**src/rtl/core/wuvc_pkg.sv**
```systemverilog
// ----------------------------------------------------------------------------
// wuvc_pkg
// shared constants, register indexes, configuration struct and cordic table
// ----------------------------------------------------------------------------
package wuvc_pkg;

    localparam int CORDIC_STAGES_DEF = 16;
    localparam int CORDIC_MAX        = 24;
    localparam int BLEND_LAT         = 6;
    localparam int OUT_LAT           = 4;

    localparam logic [2:0] REG_GOAL_W  = 3'd0;
    localparam logic [2:0] REG_FORM_W  = 3'd1;
    localparam logic [2:0] REG_AVOID_W = 3'd2;
    localparam logic [2:0] REG_GAIN    = 3'd3;
    localparam logic [2:0] REG_INV_EPS = 3'd4;
    localparam logic [2:0] REG_THRESH  = 3'd5;
    localparam logic [2:0] REG_MAX_LIN = 3'd6;
    localparam logic [2:0] REG_MAX_ANG = 3'd7;

    localparam logic [1:0] MODE_LEADER   = 2'd0;
    localparam logic [1:0] MODE_FOLLOWER = 2'd1;
    localparam logic [1:0] MODE_CENTER   = 2'd2;
    localparam logic [1:0] MODE_UNUSED   = 2'd3;

    localparam logic [13:0] K_SEVEN_TENTHS = 14'd11469;
    localparam logic signed [32:0] CORDIC_GAIN = 33'sd652032874;

    typedef struct packed {
        logic [15:0] goal_weight;
        logic [15:0] formation_weight;
        logic [15:0] avoid_weight;
        logic [15:0] overall_gain;
        logic [15:0] inv_epsilon;
        logic [31:0] norm_threshold;
        logic [14:0] max_linear;
        logic [14:0] max_angular;
    } t_cfg;

    function automatic logic [31:0] atan_turns(input int idx);
        logic [31:0] v;
        case (idx)
            0:  v = 32'h20000000;  1:  v = 32'h12E4051E;  2:  v = 32'h09FB385B;
            3:  v = 32'h051111D4;  4:  v = 32'h028B0D43;  5:  v = 32'h0145D7E1;
            6:  v = 32'h00A2F61E;  7:  v = 32'h00517C55;  8:  v = 32'h0028BE53;
            9:  v = 32'h00145F2F;  10: v = 32'h000A2F98;  11: v = 32'h000517CC;
            12: v = 32'h00028BE6;  13: v = 32'h000145F3;  14: v = 32'h0000A2FA;
            15: v = 32'h0000517D;  16: v = 32'h000028BE;  17: v = 32'h0000145F;
            18: v = 32'h00000A30;  19: v = 32'h00000518;  20: v = 32'h0000028C;
            21: v = 32'h00000146;  22: v = 32'h000000A3;  23: v = 32'h00000051;
            default: v = 32'h0;
        endcase
        return v;
    endfunction

endpackage

```
**src/rtl/core/wuvc_cordic.sv**
```systemverilog
// ----------------------------------------------------------------------------
// wuvc_cordic
// pipelined rotation-mode cordic, one stage per iteration, cos and sin in q.30
// ----------------------------------------------------------------------------
module wuvc_cordic #(
    parameter int CORDIC_STAGES = wuvc_pkg::CORDIC_STAGES_DEF
) (
    input  logic               i_clk,
    input  logic               i_en,
    input  logic signed [15:0] i_yaw,
    output logic signed [32:0] o_cos,
    output logic signed [32:0] o_sin
);
    import wuvc_pkg::*;

    localparam int N = (CORDIC_STAGES < CORDIC_MAX) ? CORDIC_STAGES : CORDIC_MAX;

    logic signed [32:0] r_x [N+1];
    logic signed [32:0] r_y [N+1];
    logic signed [32:0] r_z [N+1];
    logic               r_flip [N+1];
    logic signed [32:0] w_z0;

    assign w_z0 = 33'($signed({i_yaw, 16'h0000}));

    // beyond a quarter turn, rotate by a half turn and negate at the end
    always_ff @(posedge i_clk) begin
        if (i_en) begin
            r_x[0] <= CORDIC_GAIN;
            r_y[0] <= 33'sd0;
            if (w_z0 > 33'sh040000000) begin
                r_z[0]    <= w_z0 - 33'sh080000000;
                r_flip[0] <= 1'b1;
            end else if (w_z0 < -33'sh040000000) begin
                r_z[0]    <= w_z0 + 33'sh080000000;
                r_flip[0] <= 1'b1;
            end else begin
                r_z[0]    <= w_z0;
                r_flip[0] <= 1'b0;
            end
        end
    end

    for (genvar i = 0; i < N; i++) begin : g_stage
        localparam logic signed [32:0] ATAN = $signed({1'b0, atan_turns(i)});
        always_ff @(posedge i_clk) begin
            if (i_en) begin
                r_flip[i+1] <= r_flip[i];
                if (!r_z[i][32]) begin
                    r_x[i+1] <= r_x[i] - (r_y[i] >>> i);
                    r_y[i+1] <= r_y[i] + (r_x[i] >>> i);
                    r_z[i+1] <= r_z[i] - ATAN;
                end else begin
                    r_x[i+1] <= r_x[i] + (r_y[i] >>> i);
                    r_y[i+1] <= r_y[i] - (r_x[i] >>> i);
                    r_z[i+1] <= r_z[i] + ATAN;
                end
            end
        end
    end

    assign o_cos = r_flip[N] ? -r_x[N] : r_x[N];
    assign o_sin = r_flip[N] ? -r_y[N] : r_y[N];

endmodule

```
**config.mk**
```make
export PLATFORM = sky130hd
export DESIGN_NAME = wuvc_cordic
export DESIGN_NICKNAME = d
export VERILOG_FILES = /design/src/rtl/core/wuvc_pkg.sv /design/src/rtl/core/wuvc_cordic.sv
export SDC_FILE = /design/constraint.sdc
export NUM_CORES = 2
export LEC_CHECK = 0
export ABC_CLOCK_PERIOD_IN_PS = 6450
export BUFFER_PORTS_ARGS = -buffer_cell sky130_fd_sc_hd__buf_2
export CORE_MARGIN = 8
export CORE_UTILIZATION = 52
export DETAILED_ROUTE_END_ITERATION = 8
export PLACE_DENSITY = 0.67
export RECOVER_POWER = 50
export SLEW_MARGIN = 10
export SYNTH_ARGS = -nofsm -noshare
export SYNTH_HDL_FRONTEND = slang
export SYNTH_SLANG_ARGS = --single-unit
```
**constraint.sdc**
```tcl
create_clock -name i_clk -period 6.45 [get_ports i_clk]
set_input_delay 1.29 -clock i_clk [delete_from_list [all_inputs] [get_ports i_clk]]
set_output_delay 1.29 -clock i_clk [all_outputs]
set_load 0.01 [all_outputs]
```
=== After elaboration in Yosys (flattened, before gate mapping) ===
Memory sizes are Yosys's and may differ from the RTL's.
Cells that the tools add are included.

* Output and inout bits: 66
* Register bits: 0
* Memories kept: 4
* Input port bits: 18
* RAM bits: 1,700

{| class="wikitable"
|+ Memories
! memory !! depth !! bits a word !! read ports !! clocked after Yosys merged registers in !! write ports !! RTL line !! text
|-
| r_x || 17 || 33 || 17 || 0 || 17 || wuvc_cordic.sv:18 || <nowiki>logic signed [32:0] r_x [N+1];</nowiki>
|-
| r_y || 17 || 33 || 17 || 0 || 17 || wuvc_cordic.sv:19 || <nowiki>logic signed [32:0] r_y [N+1];</nowiki>
|-
| r_z || 17 || 33 || 16 || 0 || 17 || wuvc_cordic.sv:20 || <nowiki>logic signed [32:0] r_z [N+1];</nowiki>
|-
| r_flip || 17 || 1 || 17 || 0 || 17 || wuvc_cordic.sv:21 || <nowiki>logic r_flip [N+1];</nowiki>
|}

* Mux-type cells: 163
* $lt $le $gt $ge: 2
* Bitwise logic cells: 52
* Add/sub/neg operators: 99

{| class="wikitable"
|+ Operators with widths
! operator !! count
|-
| $mux 33 || 52
|-
| $mux 1 || 111
|-
| $add 33x18->33 || 2
|-
| $add 33x19->33 || 2
|-
| $add 33x20->33 || 2
|-
| $add 33x21->33 || 2
|-
| $add 33x22->33 || 2
|-
| $add 33x23->33 || 2
|-
| $add 33x24->33 || 2
|-
| $add 33x25->33 || 2
|-
| $add 33x26->33 || 2
|-
| $add 33x27->33 || 2
|-
| $add 33x28->33 || 2
|-
| $add 33x29->33 || 2
|-
| $add 33x30->33 || 2
|-
| $add 33x31->33 || 2
|-
| $add 33x32->33 || 2
|-
| $neg 33->33 || 2
|-
| $sub 33x18->33 || 2
|-
| $sub 33x19->33 || 2
|-
| $sub 33x20->33 || 2
|-
| $sub 33x21->33 || 2
|-
| $sub 33x22->33 || 2
|-
| $sub 33x23->33 || 2
|-
| 48 further kinds || 109
|}

=== Logic depth before layout (Yosys ltp) ===
* Depth in word-level cells: 7
* Gate-level depth with buffers: 22
* Depth with buffers taken out: 22

=== Least setup slack after synthesis ===
Ideal clock, no wire load.

* Path type: in2reg
* From: input port i_en
* To: memory r_x[4][30], data pin
* Path buffers: 4
* Data required time: 6.192 ns
* Path slack: 0.429 ns
* Arrival: 5.764 ns
* Stages: 18
* Cells stage by stage: clkbuf_1 clkbuf_1 nand2_1 clkbuf_1 clkbuf_1 o21ai_0 fa_1 a21o_1 a21o_1 a21oi_1 a211oi_1 o41ai_1 o32ai_1 o41ai_1 o21ai_0 a21o_1 a21oi_1 xnor2_1

{| class="wikitable"
|+ RTL lines
! element !! RTL line !! text
|-
| from (decl) || wuvc_cordic.sv:9 || <nowiki>input logic i_en,</nowiki>
|-
| to (decl) || wuvc_cordic.sv:18 ||
|}

==> metrics.csv <==
metric;value;unit
Ports;84;
cell area after layout;129000;µm²
# setup viols final;0;
largest area contributor in the netlist;edfxtp_1;
CTS tree;yes;
Max Cap Viol;18;
crit-path leading delay family;compound AO/OA/AOI/OAI gates;
Fill cells;19800;
# port buffers;83;
Die Height;494;µm
H-tree depth;4;
worst skew pair latency;0.82;ns
crit-path most repeated cell;a21oi_1;
WL per Instance;19.9;µm
Final Hold Fails;0;
Yosys top cell area share;35.9;%
Synth area leaders;edfxtp_1 36%, ha_1 14%, xnor2_1 9.1%;
Nets;13900;
hold crit path type;flop to flop;
initial core utilization;52.3;%
post-layout minimum cycle time;6.11;ns
Least-Margin Pin Slew;4.19;ns
crit end category;flop;
Max Clk Rate;164;MHz
CP max stage cell;clkbuf_1;
Max Root-Sink Buffers;3;
Gates resized, CTS repair;0;
Core Box Area;227000;µm²
worst hold margin;0.414;ns
Worst Path Buf+Inv;4;
status;complete, but fails checks;
Mapped Cells;12300;
Critical Path RT;7.00;ns
top-count cell post-synth;edfxtp_1;
Post-CTS Hold Fix Bufs;0;
Mapped Avg Cell Area;9.69;µm²
post-CTS setup buffers;0;
drt total wl;311;mm
GPL Wtd Cong;0.983;
total gr overflow;0;
ys flop type;edfxtp_1;
synthesized flop and latch total;1420;
CTS Sinks;1420;
Slew headroom;-179;%
Area Overhead vs Synth;8.42;%
Detail Placement HPWL;248;mm
crit path cell chain;buf_12, clkbuf_1, nand2_1, clkinv_1, clkbuf_1, ha_1, nor2b_1, o21a_1, o21ai_0, a21oi_1, a311oi_1, a21o_1, a21oi_1, o41ai_1, o21bai_1, a21oi_1, xnor2_1;
placed standard-cell area;123000;µm²
gr usage total;24.5;%
DR vias/cell;5.99;
violated checks;max-capacitance violations, max-slew violations;
Die X;494;µm
clock slew at reported path FFs;0.06;ns
post-synth net total;13700;
crit start category;input port;
share of post-route cells with drive strength above 1;4.51;%
first-pass GRT wire length;491;mm
antenna-violating nets left;0;
clock root buffer;clkbuf_16;
Post-synth top cells;1420 x edfxtp_1, 1350 x ha_1, 1232 x xnor2_1, 1175 x a21oi_1, 918 x nor2_1;
Netlist cell types;81;
period utilization;94.8;%
TritonCTS Buffers;169;
largest net degree at the start of global routing;164;
Slew Limit Fails;1076;
Crit Path Category;input port to flop;
Max stage delay on crit path;0.68;ns
CP max FO;31;
vias;93500;
DRT iter0 DRCs;6484;
fin cells;15600;
setup TNS;0;ns
total die area;244000;µm²
area of the mapped netlist;119000;µm²
EDFF count, synth;1420;
placed cells;15300;
synth warn;0;
initial antenna violation count;6;
Pre-Repair DR Iteration Count;8;
RSZ-0062 raised after global routing;false;
Crit path arrival time;6.67;ns
Synth async-reset ratio;0;%
worst-case clock skew;0.0420;ns
DR DRC count;0;
Row Count;175;
vias in the first global route;90500;
Seq/Total Area, Yosys;35.9;%
==> flip-flops by register name, summed over array words and instances (netlist names) <==
name and flops:
r_y 496, r_x 470, r_z 437, r_flip 17
==> kinds of logic (layout without fill, tap and decap cells) <==
group	Yosys count	after routing	synth area share, %
other cells	0	3	0
mux	110	110	0.973
fa+ha+maj	1392	1392	14.9
buf+inv	708	1046	2.25
xor+xnor	1803	1803	13.3
compound gates	3745	3745	20.1
simple gates	3080	3080	12.6
flops	1420	1420	35.9
==> cell usage in the layout (no fill, tap or decap), drive strengths merged, types with 169 or more instances in the layout <==
cell and count:
edfxtp 1420, a21oi 1175, nand3 193, o21ai 662
o21bai 169, inv 519, nor2 918, xnor2 1232
nor3 289, o21a 195, nand2b 186, xor2 571
clkbuf 256, nand2 680, ha 1350, a21o 645
==> worst register-to-register path: stages, from the launching register on <==
cell      delay [ns]
edfxtp_1        0.63
nand2_1         0.32
clkbuf_1        1.02
o21ai_0         0.30
xor2_1          0.22
ha_1            0.35
and3_1          0.23
nor2b_1         0.16
and3_1          0.21
o21ai_0         0.18
a31oi_1         0.25
a41oi_1         0.43
o21ai_0         0.24
o41ai_1         0.64
o221ai_1        0.23
a21oi_1         0.21
xnor2_1         0.09
==> layout make-up <==
type                    count  area, µm²  share of cell area, %
diodes                      3       7.51                0.00583
clock buffers             199       4430                   3.44
clock inverters           110       1240                  0.965
inverters                 518       1940                   1.51
multi-input cells       10100      73500                   57.1
flip-flops and latches   1420      42600                   33.1
well taps                3009       3760                   2.92
repair buffers            219       1290                   1.00
==> through the flow <==
step	setup WS (ns)	utilization [%]
after floorplan	0.429	-
after global placement	0.372	54.3
after detailed placement	0.340	54.3
after CTS	0.313	56.8
after global routing	0.106	56.7
final	0.336	56.7
==> path summary, 6_finish.rpt <==
| kind | endpoint | depth (start not counted) | slack [ns] | from |
|---|---|---|---|---|
| max | r_z[7][29]$_DFFE_PP_ | 17 | 0.34 | i_en |
| max reg2reg | r_y[9][32]$_DFFE_PP_ | 16 | 0.48 | r_z[8][32]$_DFFE_PP_ |
| min | r_flip[0][13]$_DFFE_PP_ | 0 | 0.41 | r_flip[0][12]$_DFFE_PP_ |
| min reg2reg | r_flip[0][13]$_DFFE_PP_ | 0 | 0.41 | r_flip[0][12]$_DFFE_PP_ |
==> metal layers <==
metal	vias up	part of all wire [%]	wire, µm	global-route usage (%)
met5	-	0	0	0
li1	46200	-	-	-
met4	0	3.4	10500	7.70
met2	2311	48	150000	43.3
met3	509	4.8	14900	3.11
met1	44500	44	135000	31.2
Power is not shown: default switching activity piles up to over one toggle a cycle in this logic, so the estimate is an artifact.
